==> src/rtl/core/gsm_pkg.sv <==
// ----------------------------------------------------------------------------
// gsm_pkg: shared types and constants for the gated SiLU multiply block
// Fixed point formats, widths of the internal datapath, the 2^-x table and
// the sideband record that travels along the pipeline.
// ----------------------------------------------------------------------------
`default_nettype none

package gsm_pkg;

    // Operand format, Q4.12
    localparam int DATA_WIDTH = 16;
    localparam int FRAC_BITS  = 12;
    localparam int MAG_W      = DATA_WIDTH + 1;   // magnitude incl. 2^(W-1)

    // exp(-a) = 2^-(a*log2e), log2e in Q16
    localparam logic [16:0] LOG2E_Q16 = 17'd94548;
    localparam int TFULL_W = MAG_W + 17;
    localparam int T16_W   = TFULL_W - FRAC_BITS;
    localparam int N_W     = T16_W - 16;
    localparam int Q16_W   = 17;                  // holds 0..65536
    localparam logic [Q16_W-1:0] ONE_Q16 = 17'd65536;
    localparam int SHIFT_LIMIT = 17;

    // Reciprocal: floor(2^32 / (65536 + e)), quotient 17 bits
    localparam int DEN_W         = Q16_W + 1;
    localparam int REM_W         = Q16_W;
    localparam int DIV_STEPS     = Q16_W;
    localparam int DIV_PER_STAGE = 3;
    localparam int DIV_STAGES    = (DIV_STEPS + DIV_PER_STAGE - 1) / DIV_PER_STAGE;
    localparam logic [REM_W-1:0] REM_INIT = 17'd32768;

    // Product widths
    localparam int HPROD_W = MAG_W + Q16_W;
    localparam int H_W     = HPROD_W - 16;
    localparam int MPROD_W = MAG_W + H_W;
    localparam int M_W     = MPROD_W - FRAC_BITS;

    // Sideband carried beside the sigmoid datapath
    typedef struct packed {
        logic [MAG_W-1:0] x_mag;
        logic             x_neg;
        logic [MAG_W-1:0] g_mag;
        logic             g_neg;
    } side_t;

    // 2^(-j/16) in Q16, j = 0..16
    function automatic logic [Q16_W-1:0] pow2_neg(input logic [4:0] idx);
        logic [Q16_W-1:0] val;
        case (idx)
            5'd0:    val = 17'd65536;
            5'd1:    val = 17'd62757;
            5'd2:    val = 17'd60097;
            5'd3:    val = 17'd57549;
            5'd4:    val = 17'd55109;
            5'd5:    val = 17'd52773;
            5'd6:    val = 17'd50535;
            5'd7:    val = 17'd48393;
            5'd8:    val = 17'd46341;
            5'd9:    val = 17'd44376;
            5'd10:   val = 17'd42495;
            5'd11:   val = 17'd40693;
            5'd12:   val = 17'd38968;
            5'd13:   val = 17'd37316;
            5'd14:   val = 17'd35734;
            5'd15:   val = 17'd34219;
            5'd16:   val = 17'd32768;
            default: val = '0;
        endcase
        return val;
    endfunction

endpackage

`default_nettype wire

==> src/rtl/core/gsm_in_if.sv <==
// ----------------------------------------------------------------------------
// gsm_in_if: request channel carrying one x / gate element pair
// Valid/ready handshake; a request moves when both are high.
// ----------------------------------------------------------------------------
`default_nettype none

interface gsm_in_if;
    logic               valid;
    logic               ready;
    logic signed [15:0] x_value;
    logic signed [15:0] gate_value;

    modport source (output valid, output x_value, output gate_value, input ready);
    modport sink   (input valid, input x_value, input gate_value, output ready);
endinterface

`default_nettype wire

==> src/rtl/core/gsm_out_if.sv <==
// ----------------------------------------------------------------------------
// gsm_out_if: result channel carrying one saturated product
// Valid/ready handshake; a result moves when both are high.
// ----------------------------------------------------------------------------
`default_nettype none

interface gsm_out_if;
    logic               valid;
    logic               ready;
    logic signed [15:0] y_value;
    logic               saturated;

    modport source (output valid, output y_value, output saturated, input ready);
    modport sink   (input valid, input y_value, input saturated, output ready);
endinterface

`default_nettype wire

==> src/rtl/core/gated_silu_multiply_top.sv <==
// ----------------------------------------------------------------------------
// gated_silu_multiply_top: y = x * g * sigmoid(g), Q4.12, saturated
// Pipeline of 4 exp stages, 6 divider stages and 3 product stages.
// Throughput one request per cycle unless the output stalls; every stage
// has its own valid bit and fills bubbles, so input is taken while a result
// waits at the output. Reset clears all valid bits; data registers are not reset.
// ----------------------------------------------------------------------------
`default_nettype none

module gated_silu_multiply_top (
    input  logic       clk,
    input  logic       rst_n,
    gsm_in_if.sink     req,
    gsm_out_if.source  rsp
);
    import gsm_pkg::*;

    logic             fe_valid, fe_ready;
    side_t            fe_side;
    logic [Q16_W-1:0] fe_e;
    logic             dv_valid, dv_ready;
    side_t            dv_side;
    logic [Q16_W-1:0] dv_sp;

    // exp(-|g|)
    gsm_exp_front u_front (
        .clk       (clk),
        .rst_n     (rst_n),
        .in_valid  (req.valid),
        .in_ready  (req.ready),
        .in_x      (req.x_value),
        .in_g      (req.gate_value),
        .out_valid (fe_valid),
        .out_ready (fe_ready),
        .out_side  (fe_side),
        .out_e     (fe_e)
    );

    // sigmoid(|g|) by reciprocal
    gsm_recip u_recip (
        .clk       (clk),
        .rst_n     (rst_n),
        .in_valid  (fe_valid),
        .in_ready  (fe_ready),
        .in_side   (fe_side),
        .in_e      (fe_e),
        .out_valid (dv_valid),
        .out_ready (dv_ready),
        .out_side  (dv_side),
        .out_sp    (dv_sp)
    );

    // products, rounding, saturation
    gsm_product u_product (
        .clk       (clk),
        .rst_n     (rst_n),
        .in_valid  (dv_valid),
        .in_ready  (dv_ready),
        .in_side   (dv_side),
        .in_sp     (dv_sp),
        .out_valid (rsp.valid),
        .out_ready (rsp.ready),
        .out_y     (rsp.y_value),
        .out_sat   (rsp.saturated)
    );

endmodule

`default_nettype wire

==> src/rtl/core/gsm_exp_front.sv <==
// ----------------------------------------------------------------------------
// gsm_exp_front: sign/magnitude split and exp(-|g|) approximation
// Four stages: split, scale by log2e, table lookup + slope product,
// interpolate and shift.
// ----------------------------------------------------------------------------
`default_nettype none

module gsm_exp_front (
    input  logic                              clk,
    input  logic                              rst_n,
    input  logic                              in_valid,
    output logic                              in_ready,
    input  logic signed [gsm_pkg::DATA_WIDTH-1:0] in_x,
    input  logic signed [gsm_pkg::DATA_WIDTH-1:0] in_g,
    output logic                              out_valid,
    input  logic                              out_ready,
    output gsm_pkg::side_t                    out_side,
    output logic [gsm_pkg::Q16_W-1:0]         out_e
);
    import gsm_pkg::*;

    localparam int NST = 4;

    logic [NST-1:0] valid_reg;
    logic [NST-1:0] en;

    side_t                  side0_reg, side1_reg, side2_reg, side3_reg;
    logic [TFULL_W-1:0]     tfull_reg;
    logic [Q16_W-1:0]       hi_reg;
    logic [N_W-1:0]         n_reg;
    logic [Q16_W+11:0]      slope_reg;
    logic [Q16_W-1:0]       e_reg;

    side_t                  side0_next;
    logic [T16_W-1:0]       t16;
    logic [3:0]             seg;
    logic [11:0]            frac;
    logic [Q16_W-1:0]       hi_val, lo_val;
    logic [Q16_W-1:0]       p_val;
    logic [Q16_W-1:0]       e_next;

    // Stall chain: a stage loads when empty or when its successor moves
    assign en[NST-1] = !valid_reg[NST-1] || out_ready;
    assign en[2]     = !valid_reg[2] || en[3];
    assign en[1]     = !valid_reg[1] || en[2];
    assign en[0]     = !valid_reg[0] || en[1];
    assign in_ready  = en[0];
    assign out_valid = valid_reg[NST-1];

    always_ff @(posedge clk or negedge rst_n)
    begin
        if (!rst_n)
        begin
            valid_reg <= '0;
        end
        else
        begin
            if (en[0]) valid_reg[0] <= in_valid;
            if (en[1]) valid_reg[1] <= valid_reg[0];
            if (en[2]) valid_reg[2] <= valid_reg[1];
            if (en[3]) valid_reg[3] <= valid_reg[2];
        end
    end

    // Split into sign and magnitude; the most negative value keeps 2^(W-1)
    always_comb
    begin
        side0_next.x_neg = in_x[DATA_WIDTH-1];
        side0_next.g_neg = in_g[DATA_WIDTH-1];
        side0_next.x_mag = in_x[DATA_WIDTH-1] ? (MAG_W'(0) - {in_x[DATA_WIDTH-1], in_x})
                                              : {1'b0, in_x};
        side0_next.g_mag = in_g[DATA_WIDTH-1] ? (MAG_W'(0) - {in_g[DATA_WIDTH-1], in_g})
                                              : {1'b0, in_g};
    end

    // Segment lookup and interpolation terms
    always_comb
    begin
        t16    = tfull_reg[TFULL_W-1:FRAC_BITS];
        seg    = t16[15:12];
        frac   = t16[11:0];
        hi_val = pow2_neg({1'b0, seg});
        lo_val = pow2_neg({1'b0, seg} + 5'd1);
    end

    // Interpolate and shift by the integer part
    always_comb
    begin
        p_val  = hi_reg - slope_reg[Q16_W+11:12];
        e_next = (n_reg >= N_W'(SHIFT_LIMIT)) ? '0 : (p_val >> n_reg);
    end

    always_ff @(posedge clk)
    begin
        if (en[0])
        begin
            side0_reg <= side0_next;
        end
        if (en[1])
        begin
            side1_reg <= side0_reg;
            tfull_reg <= side0_reg.g_mag * LOG2E_Q16;
        end
        if (en[2])
        begin
            side2_reg <= side1_reg;
            hi_reg    <= hi_val;
            n_reg     <= t16[T16_W-1:16];
            slope_reg <= (hi_val - lo_val) * frac;
        end
        if (en[3])
        begin
            side3_reg <= side2_reg;
            e_reg     <= e_next;
        end
    end

    assign out_side = side3_reg;
    assign out_e    = e_reg;

endmodule

`default_nettype wire

==> src/rtl/core/gsm_recip.sv <==
// ----------------------------------------------------------------------------
// gsm_recip: pipelined restoring divider for sigmoid(|g|) = 2^32/(2^16+e)
// One quotient bit per step, DIV_PER_STAGE steps per register stage.
// ----------------------------------------------------------------------------
`default_nettype none

module gsm_recip (
    input  logic                      clk,
    input  logic                      rst_n,
    input  logic                      in_valid,
    output logic                      in_ready,
    input  gsm_pkg::side_t            in_side,
    input  logic [gsm_pkg::Q16_W-1:0] in_e,
    output logic                      out_valid,
    input  logic                      out_ready,
    output gsm_pkg::side_t            out_side,
    output logic [gsm_pkg::Q16_W-1:0] out_sp
);
    import gsm_pkg::*;

    logic [DIV_STAGES-1:0] valid_reg;
    logic [DIV_STAGES-1:0] en;

    logic [REM_W-1:0]  rem_reg  [DIV_STAGES];
    logic [Q16_W-1:0]  q_reg    [DIV_STAGES];
    logic [DEN_W-1:0]  den_reg  [DIV_STAGES];
    side_t             side_reg [DIV_STAGES];

    logic [REM_W-1:0]  rem_next [DIV_STAGES];
    logic [Q16_W-1:0]  q_next   [DIV_STAGES];
    logic [DEN_W-1:0]  den_next [DIV_STAGES];
    side_t             side_next[DIV_STAGES];

    assign in_ready  = en[0];
    assign out_valid = valid_reg[DIV_STAGES-1];
    assign out_side  = side_reg[DIV_STAGES-1];
    assign out_sp    = q_reg[DIV_STAGES-1];

    genvar s;
    generate
        for (s = 0; s < DIV_STAGES; s++)
        begin : g_stage
            // Stall chain
            if (s == DIV_STAGES - 1)
            begin : g_last
                assign en[s] = !valid_reg[s] || out_ready;
            end
            else
            begin : g_mid
                assign en[s] = !valid_reg[s] || en[s+1];
            end

            // Stage inputs: first stage builds the divisor
            if (s == 0)
            begin : g_first
                always_comb
                begin : div_steps
                    logic [REM_W-1:0] rem_v;
                    logic [Q16_W-1:0] q_v;
                    logic [DEN_W-1:0] shl;
                    logic [DEN_W-1:0] den_v;
                    den_v = {1'b0, ONE_Q16} + {1'b0, in_e};
                    rem_v = REM_INIT;
                    q_v   = '0;
                    for (int j = 0; j < DIV_PER_STAGE; j++)
                    begin
                        if (j < DIV_STEPS)
                        begin
                            shl = {rem_v, 1'b0};
                            if (shl >= den_v)
                            begin
                                shl = shl - den_v;
                                q_v = {q_v[Q16_W-2:0], 1'b1};
                            end
                            else
                            begin
                                q_v = {q_v[Q16_W-2:0], 1'b0};
                            end
                            rem_v = shl[REM_W-1:0];
                        end
                    end
                    rem_next[s]  = rem_v;
                    q_next[s]    = q_v;
                    den_next[s]  = den_v;
                    side_next[s] = in_side;
                end
            end
            else
            begin : g_rest
                always_comb
                begin : div_steps
                    logic [REM_W-1:0] rem_v;
                    logic [Q16_W-1:0] q_v;
                    logic [DEN_W-1:0] shl;
                    rem_v = rem_reg[s-1];
                    q_v   = q_reg[s-1];
                    for (int j = 0; j < DIV_PER_STAGE; j++)
                    begin
                        if (s * DIV_PER_STAGE + j < DIV_STEPS)
                        begin
                            shl = {rem_v, 1'b0};
                            if (shl >= den_reg[s-1])
                            begin
                                shl = shl - den_reg[s-1];
                                q_v = {q_v[Q16_W-2:0], 1'b1};
                            end
                            else
                            begin
                                q_v = {q_v[Q16_W-2:0], 1'b0};
                            end
                            rem_v = shl[REM_W-1:0];
                        end
                    end
                    rem_next[s]  = rem_v;
                    q_next[s]    = q_v;
                    den_next[s]  = den_reg[s-1];
                    side_next[s] = side_reg[s-1];
                end
            end

            // Stage registers
            always_ff @(posedge clk or negedge rst_n)
            begin
                if (!rst_n)
                begin
                    valid_reg[s] <= 1'b0;
                end
                else if (en[s])
                begin
                    valid_reg[s] <= (s == 0) ? in_valid : valid_reg[(s == 0) ? 0 : s-1];
                end
            end

            always_ff @(posedge clk)
            begin
                if (en[s])
                begin
                    rem_reg[s]  <= rem_next[s];
                    q_reg[s]    <= q_next[s];
                    den_reg[s]  <= den_next[s];
                    side_reg[s] <= side_next[s];
                end
            end
        end
    endgenerate

endmodule

`default_nettype wire

==> src/rtl/core/gsm_product.sv <==
// ----------------------------------------------------------------------------
// gsm_product: g*sigmoid(g), times x, rounding and saturation
// Three stages; the last one is the output register.
// ----------------------------------------------------------------------------
`default_nettype none

module gsm_product (
    input  logic                              clk,
    input  logic                              rst_n,
    input  logic                              in_valid,
    output logic                              in_ready,
    input  gsm_pkg::side_t                    in_side,
    input  logic [gsm_pkg::Q16_W-1:0]         in_sp,
    output logic                              out_valid,
    input  logic                              out_ready,
    output logic signed [gsm_pkg::DATA_WIDTH-1:0] out_y,
    output logic                              out_sat
);
    import gsm_pkg::*;

    localparam int NST = 3;
    localparam logic [M_W-1:0] POS_MAX = M_W'((64'd1 << (DATA_WIDTH - 1)) - 64'd1);
    localparam logic [M_W-1:0] NEG_MAX = M_W'(64'd1 << (DATA_WIDTH - 1));

    logic [NST-1:0] valid_reg;
    logic [NST-1:0] en;

    logic [HPROD_W-1:0]    hprod_reg;
    logic [MAG_W-1:0]      xmag0_reg;
    logic                  yneg0_reg;
    logic [MPROD_W-1:0]    mprod_reg;
    logic                  yneg1_reg;
    logic [DATA_WIDTH-1:0] y_reg;
    logic                  sat_reg;

    logic [Q16_W-1:0]      s_val;
    logic [HPROD_W:0]      h_round;
    logic [H_W-1:0]        h_val;
    logic [MPROD_W:0]      m_round;
    logic [M_W-1:0]        m_val;
    logic                  y_neg;
    logic [M_W-1:0]        m_clamp;
    logic [DATA_WIDTH-1:0] y_next;
    logic                  sat_next;

    assign en[2]     = !valid_reg[2] || out_ready;
    assign en[1]     = !valid_reg[1] || en[2];
    assign en[0]     = !valid_reg[0] || en[1];
    assign in_ready  = en[0];
    assign out_valid = valid_reg[2];
    assign out_y     = y_reg;
    assign out_sat   = sat_reg;

    always_ff @(posedge clk or negedge rst_n)
    begin
        if (!rst_n)
        begin
            valid_reg <= '0;
        end
        else
        begin
            if (en[0]) valid_reg[0] <= in_valid;
            if (en[1]) valid_reg[1] <= valid_reg[0];
            if (en[2]) valid_reg[2] <= valid_reg[1];
        end
    end

    // Sigmoid of a negative gate is one minus sigmoid of its magnitude
    assign s_val = in_side.g_neg ? (ONE_Q16 - in_sp) : in_sp;

    // h = |g * sigmoid(g)|, rounded half up
    always_comb
    begin
        h_round = {1'b0, hprod_reg} + (HPROD_W+1)'(32768);
        h_val   = h_round[HPROD_W-1:16];
    end

    // m = |y| rounded, then sign and clamp
    always_comb
    begin
        m_round = {1'b0, mprod_reg} + (MPROD_W+1)'(1 << (FRAC_BITS - 1));
        m_val   = m_round[MPROD_W-1:FRAC_BITS];
        y_neg   = yneg1_reg && (m_val != '0);
        sat_next = 1'b0;
        m_clamp  = m_val;
        if (y_neg)
        begin
            if (m_val > NEG_MAX)
            begin
                m_clamp  = NEG_MAX;
                sat_next = 1'b1;
            end
            y_next = DATA_WIDTH'(M_W'(0) - m_clamp);
        end
        else
        begin
            if (m_val > POS_MAX)
            begin
                m_clamp  = POS_MAX;
                sat_next = 1'b1;
            end
            y_next = m_clamp[DATA_WIDTH-1:0];
        end
    end

    always_ff @(posedge clk)
    begin
        if (en[0])
        begin
            hprod_reg <= in_side.g_mag * s_val;
            xmag0_reg <= in_side.x_mag;
            yneg0_reg <= in_side.x_neg ^ in_side.g_neg;
        end
        if (en[1])
        begin
            mprod_reg <= xmag0_reg * h_val;
            yneg1_reg <= yneg0_reg;
        end
        if (en[2])
        begin
            y_reg   <= y_next;
            sat_reg <= sat_next;
        end
    end

endmodule

`default_nettype wire
==> src/flat_wrapper.sv <==
// flat-port wrapper written by rule: the top's interface ports become plain ports
module gated_silu_multiply_top_flat import gsm_pkg::*;
  (clk, rst_n, req_valid, req_x_value, req_gate_value, req_ready, rsp_valid, rsp_y_value, rsp_saturated, rsp_ready);
  gsm_in_if req_i ();
  gsm_out_if rsp_i ();
  input  logic clk;
  input  logic rst_n;
  input wire logic [$bits(req_i.valid)-1:0] req_valid;
  input wire logic [$bits(req_i.x_value)-1:0] req_x_value;
  input wire logic [$bits(req_i.gate_value)-1:0] req_gate_value;
  output wire logic [$bits(req_i.ready)-1:0] req_ready;
  output wire logic [$bits(rsp_i.valid)-1:0] rsp_valid;
  output wire logic [$bits(rsp_i.y_value)-1:0] rsp_y_value;
  output wire logic [$bits(rsp_i.saturated)-1:0] rsp_saturated;
  input wire logic [$bits(rsp_i.ready)-1:0] rsp_ready;
  assign req_i.valid = req_valid;
  assign req_i.x_value = req_x_value;
  assign req_i.gate_value = req_gate_value;
  assign req_ready = req_i.ready;
  assign rsp_valid = rsp_i.valid;
  assign rsp_y_value = rsp_i.y_value;
  assign rsp_saturated = rsp_i.saturated;
  assign rsp_i.ready = rsp_ready;
  gated_silu_multiply_top u_core (.clk(clk), .rst_n(rst_n), .req(req_i), .rsp(rsp_i));
endmodule
==> config.mk <==
export PLATFORM = sky130hd
export DESIGN_NAME = gated_silu_multiply_top_flat
export DESIGN_NICKNAME = d
export VERILOG_FILES = /design/src/rtl/core/gsm_pkg.sv /design/src/rtl/core/gsm_in_if.sv /design/src/rtl/core/gsm_out_if.sv /design/src/rtl/core/gated_silu_multiply_top.sv /design/src/rtl/core/gsm_exp_front.sv /design/src/rtl/core/gsm_recip.sv /design/src/rtl/core/gsm_product.sv /design/src/flat_wrapper.sv
export SDC_FILE = /design/constraint.sdc
export NUM_CORES = 2
export LEC_CHECK = 0
export ABC_AREA = 1
export BUFFER_PORTS_ARGS = -buffer_cell sky130_fd_sc_hd__buf_4
export CAP_MARGIN = 40
export CORE_MARGIN = 2
export CORE_UTILIZATION = 41
export CTS_BUF_LIST = sky130_fd_sc_hd__clkbuf_4 sky130_fd_sc_hd__clkbuf_8
export CTS_CLUSTER_DIAMETER = 120
export DETAILED_ROUTE_END_ITERATION = 16
export SLEW_MARGIN = 20
export SYNTH_ARGS = -nofsm -noshare
export SYNTH_HDL_FRONTEND = slang
export SYNTH_HIERARCHICAL = 1
export SYNTH_SLANG_ARGS = --single-unit
==> constraint.sdc <==
create_clock -name clk -period 26.2 [get_ports clk]
set_input_delay 3.93 -clock clk [delete_from_list [all_inputs] [get_ports clk]]
set_output_delay 3.93 -clock clk [all_outputs]
set_load 0.01 [all_outputs]
==> results_tabular.tex <==
\begin{tabular}{lr}
\hline
Metric & Value \\
\hline
\multicolumn{2}{l}{\textbf{Run status}} \\
\quad Run status & finished clean \\
\multicolumn{2}{l}{\textbf{Critical path}} \\
\quad Largest fanout on the critical path & 38 \\
\quad Sort of element at the start of the critical path & input pin \\
\quad Internal reg-to-reg setup slack & 16980 ps \\
\quad Worst EP arrival & 8260 ps \\
\quad Required @ worst endpoint & 22270 ps \\
\quad Worst setup path category & input pin to output pin \\
\quad Crit. End Element & output pin \\
\multicolumn{2}{l}{\textbf{Clock tree}} \\
\quad CTS resizes & 0 \\
\quad Count of hold buffers inserted by post-cts repair & 0 \\
\quad Clk Tree Root Cell & sky130\_fd\_sc\_hd\_\_clkbuf\_8 \\
\quad Number of CTS-inserted buffers & $\sim$130 \\
\quad Maximum clock insertion buffer count & 3 \\
\quad Clock latency of the later-clocked register in the worst-skew pair & approximately 850 ps \\
\quad H-Tree Depth & 4 \\
\quad Clock-pin slew reported for the worst setup and hold paths after clock tree synthesis & approximately 60 ps \\
\quad Sink count of the clock tree & roughly 790 \\
\quad Postcts setup bufs & 0 \\
\quad CTS tree & done \\
\multicolumn{2}{l}{\textbf{Layout}} \\
\quad Number of standard cells in the layout, taps in and fillers out & 12466 \\
\quad Net count of the finished layout & about 11000 \\
\quad Number of flip-flops in the largest register & around 220 \\
\quad Area growth from synthesis to final layout & 7.70\% \\
\quad Fraction of the core area covered by cells at the end of the flow & 0.444 \\
\quad Fraction of layout cells with a size suffix above 1 & 0.0537 \\
\multicolumn{2}{l}{\textbf{Global route}} \\
\quad Number of global-route vias before repair & 64945 \\
\quad Antenna violations before repair & 5 \\
\quad Gr usage total & 0.221 \\
\quad Total congestion overflow after global routing & 0 \\
\quad Most congested layer reported by global routing & met2 \\
\quad Wire length of the first global-routing pass & roughly 350000 um \\
\quad Met1 usage & 0.286 \\
\quad Global routing met3 resource utilization & 0.0294 \\
\quad Met2 track demand over resource & 0.381 \\
\quad Maximum number of pins on one net before global-route repair & 64 \\
\multicolumn{2}{l}{\textbf{Job}} \\
\quad Count of max-cap constraint violations & 0 \\
\multicolumn{2}{l}{\textbf{Synth}} \\
\quad Synth async-reset ratio & 0.0166 \\
\quad Yosys reg bits & between 700 and 800 \\
\quad Seq/Total Area, Yosys & 0.290 \\
\quad Cell type contributing the most total cell area after synthesis & sky130\_fd\_sc\_hd\_\_edfxtp\_1 \\
\quad Leading register cell type out of synthesis & sky130\_fd\_sc\_hd\_\_edfxtp\_1 \\
\quad Synthesized netlist cell count & 9645 \\
\quad Ranking of synthesized cells by area & sky130\_fd\_sc\_hd\_\_edfxtp\_1 (28\%), sky130\_fd\_sc\_hd\_\_fa\_1 (18\%), sky130\_fd\_sc\_hd\_\_ha\_1 (12\%) \\
\quad Cell area after synthesis & approximately 0.080 sq mm \\
\quad Avg Cell Area, Syn & approximately 8.3 sq um \\
\quad Top-area cell type share of the netlist area & 0.282 \\
\quad Post-synth EDFFs & 755 \\
\quad Count of different cell masters after synthesis & 74 \\
\quad Count of yosys warnings during synthesis & 6 \\
\multicolumn{2}{l}{\textbf{Place}} \\
\quad Final weighted congestion of routability-driven global placement & a little under 1 \\
\quad Post-Place Cells & 12215 \\
\quad HPWL after DPL & 178000 um \\
\quad IO Port Bufs & 54 \\
\quad Pre-CTS setup slack & about 13000 ps \\
\multicolumn{2}{l}{\textbf{STA}} \\
\quad Tightest Pin Transition & a little over 900 ps \\
\quad Clock Skew & between 60 and 70 ps \\
\quad Setup TNS after final layout & 0 ps \\
\quad Final worst path period share & 0.465 \\
\quad Endpoints failing setup & 0 \\
\quad Final min period & about 12000 ps \\
\quad Final hold violation count & 0 \\
\quad Highest clock frequency the design can meet & about 0.08 GHz \\
\quad Number of max-slew violations in the final report & 0 \\
\quad RSZ-0062 raised after global routing & false \\
\quad Max\_slew headroom & 0.376 \\
\quad Post-route worst setup slack & between 10000 and 15000 ps \\
\multicolumn{2}{l}{\textbf{Floorplan}} \\
\quad Top-level port count & 55 \\
\quad Die Area & approximately 0.20 sq mm \\
\quad Core box area & 0.195 sq mm \\
\quad Effective utilization at floorplan & 0.412 \\
\quad Horiz. Die Dim & 447 um \\
\quad Number of placement rows & around 160 \\
\quad Height of the chip & between 400 and 500 um \\
\multicolumn{2}{l}{\textbf{Detailed routing}} \\
\quad Routed WL & 218000 um \\
\quad Routed wire per std cell & about 17 um \\
\quad Total via count in the routed design & between 60000 and 70000 \\
\quad Mean number of vias per cell & just over 5 \\
\quad First-iteration detailed-routing DRC count & 4295 \\
\quad Number of antenna-violating nets in the routed design & 0 \\
\quad Detailed-route DRC error count & 0 \\
\quad Number of optimization iterations in the first detailed-route pass & 6 \\
\multicolumn{2}{l}{\textbf{Hold path}} \\
\quad Path category of the worst min-delay check & register to register \\
\hline
\end{tabular}
## worst max-delay path: stages
cell and delay [ps]:
sky130_fd_sc_hd__buf_4 110, sky130_fd_sc_hd__inv_1 40, sky130_fd_sc_hd__nand2_1 90, sky130_fd_sc_hd__nor2_1 200, sky130_fd_sc_hd__nand2_2 80, sky130_fd_sc_hd__nor2_1 160
sky130_fd_sc_hd__inv_2 60, sky130_fd_sc_hd__nor2_1 120, sky130_fd_sc_hd__clkinv_2 360, sky130_fd_sc_hd__nor2_1 270, sky130_fd_sc_hd__clkinv_2 250, sky130_fd_sc_hd__nor2_1 220
sky130_fd_sc_hd__clkinv_2 310, sky130_fd_sc_hd__nor2_1 390, sky130_fd_sc_hd__nand2_4 250, sky130_fd_sc_hd__nor2_1 230, sky130_fd_sc_hd__inv_2 90, sky130_fd_sc_hd__nor2_2 110
sky130_fd_sc_hd__clkinv_2 90, sky130_fd_sc_hd__nor2_4 210, sky130_fd_sc_hd__nand2_2 60, sky130_fd_sc_hd__buf_4 340, sky130_fd_sc_hd__buf_4 240
## cells in the mapped netlist, drive strengths merged (3+ instances only)
cell type and instances:
edfxtp 755, fa 726, nor2 803, nand3 607, a21oi 429, o311ai 3
o211ai 17, xor2 172, a21o 36, and2 69, a31oi 34, clkinv 18
buf 72, dfrtp 13, or2 50, o21a 12, nand4 91, nor3 70
dfxtp 17, nor4 23, o21bai 35, a21boi 14, clkbuf 83, a211oi 5
ha 744, xnor2 121, nand3b 37, o21ai 274, inv 1885, nand2 2394
o2111ai 3, o31ai 13
## metrics by stage
stage | hold slack (ps) | area [sq um]
finish | 399 | 86600
global route | 393 | 86600
CTS | 392 | 86500
detailed placement | 405 | 83700
global placement | 402 | 83500
floorplan | 400 | 80400
## kinds of logic after synthesis
group	synth area share
flops	0.290
xor+xnor	0.0324
fa+ha+maj	0.297
simple gates	0.219
other cells	0.0000934
compound gates	0.0625
buf+inv	0.0994
## layer usage
layer	vias to the layer above	part of all wire
met5	-	0.000092
met4	4	0.033
met3	380	0.052
met2	1777	0.48
met1	30446	0.43
li1	30774	-
## final timing paths
kind / start / end / cells after the start
worst max-delay path: rsp_ready / req_ready / 23
worst max register to register: u_core/u_front/tfull_reg[24] / u_core/u_front/slope_reg[27] / 32
worst min register to register: u_core/u_front/out_side[35] / u_core/u_recip/side_reg[0][35] / 0
min in group asynchronous: rst_n / u_core/u_front/valid_reg[3] / 1
worst min-delay path: u_core/u_front/out_side[35] / u_core/u_recip/side_reg[0][35] / 0
max in group asynchronous: rst_n / u_core/u_recip/valid_reg[3] / 1
## area by class of cell
type	count	area, sq um
fill	19442	108000
multi-input combinational	6809	49100
sequential	785	23300
inverter	1903	7160
tap	2624	3280
clock buffer	173	2160
timing repair buffer	100	901
clock inverter	68	626
antenna	4	10.0
## cell usage in the layout, fill, tap and decap left out, drive strengths merged, types with 4 or more instances in the layout
cell type  count
a211oi         5
a21boi        14
a21o          36
a21oi        429
a31oi         34
and2          69
buf          100
bufinv         8
clkbuf       173
clkinv        68
clkinvlp       5
conb           9
dfrtp         13
dfxtp         17
diode          4
edfxtp       755
fa           726
ha           744
inv         1890
nand2       2394
nand3        607
nand3b        37
nand4         91
nor2         803
nor3          70
nor4          23
o211ai        17
o21a          12
o21ai        274
o21bai        35
o31ai         13
or2           50
xnor2        121
xor2         172
Power is not shown: default switching activity piles up to over one toggle a cycle in this logic, so the estimate is an artifact.
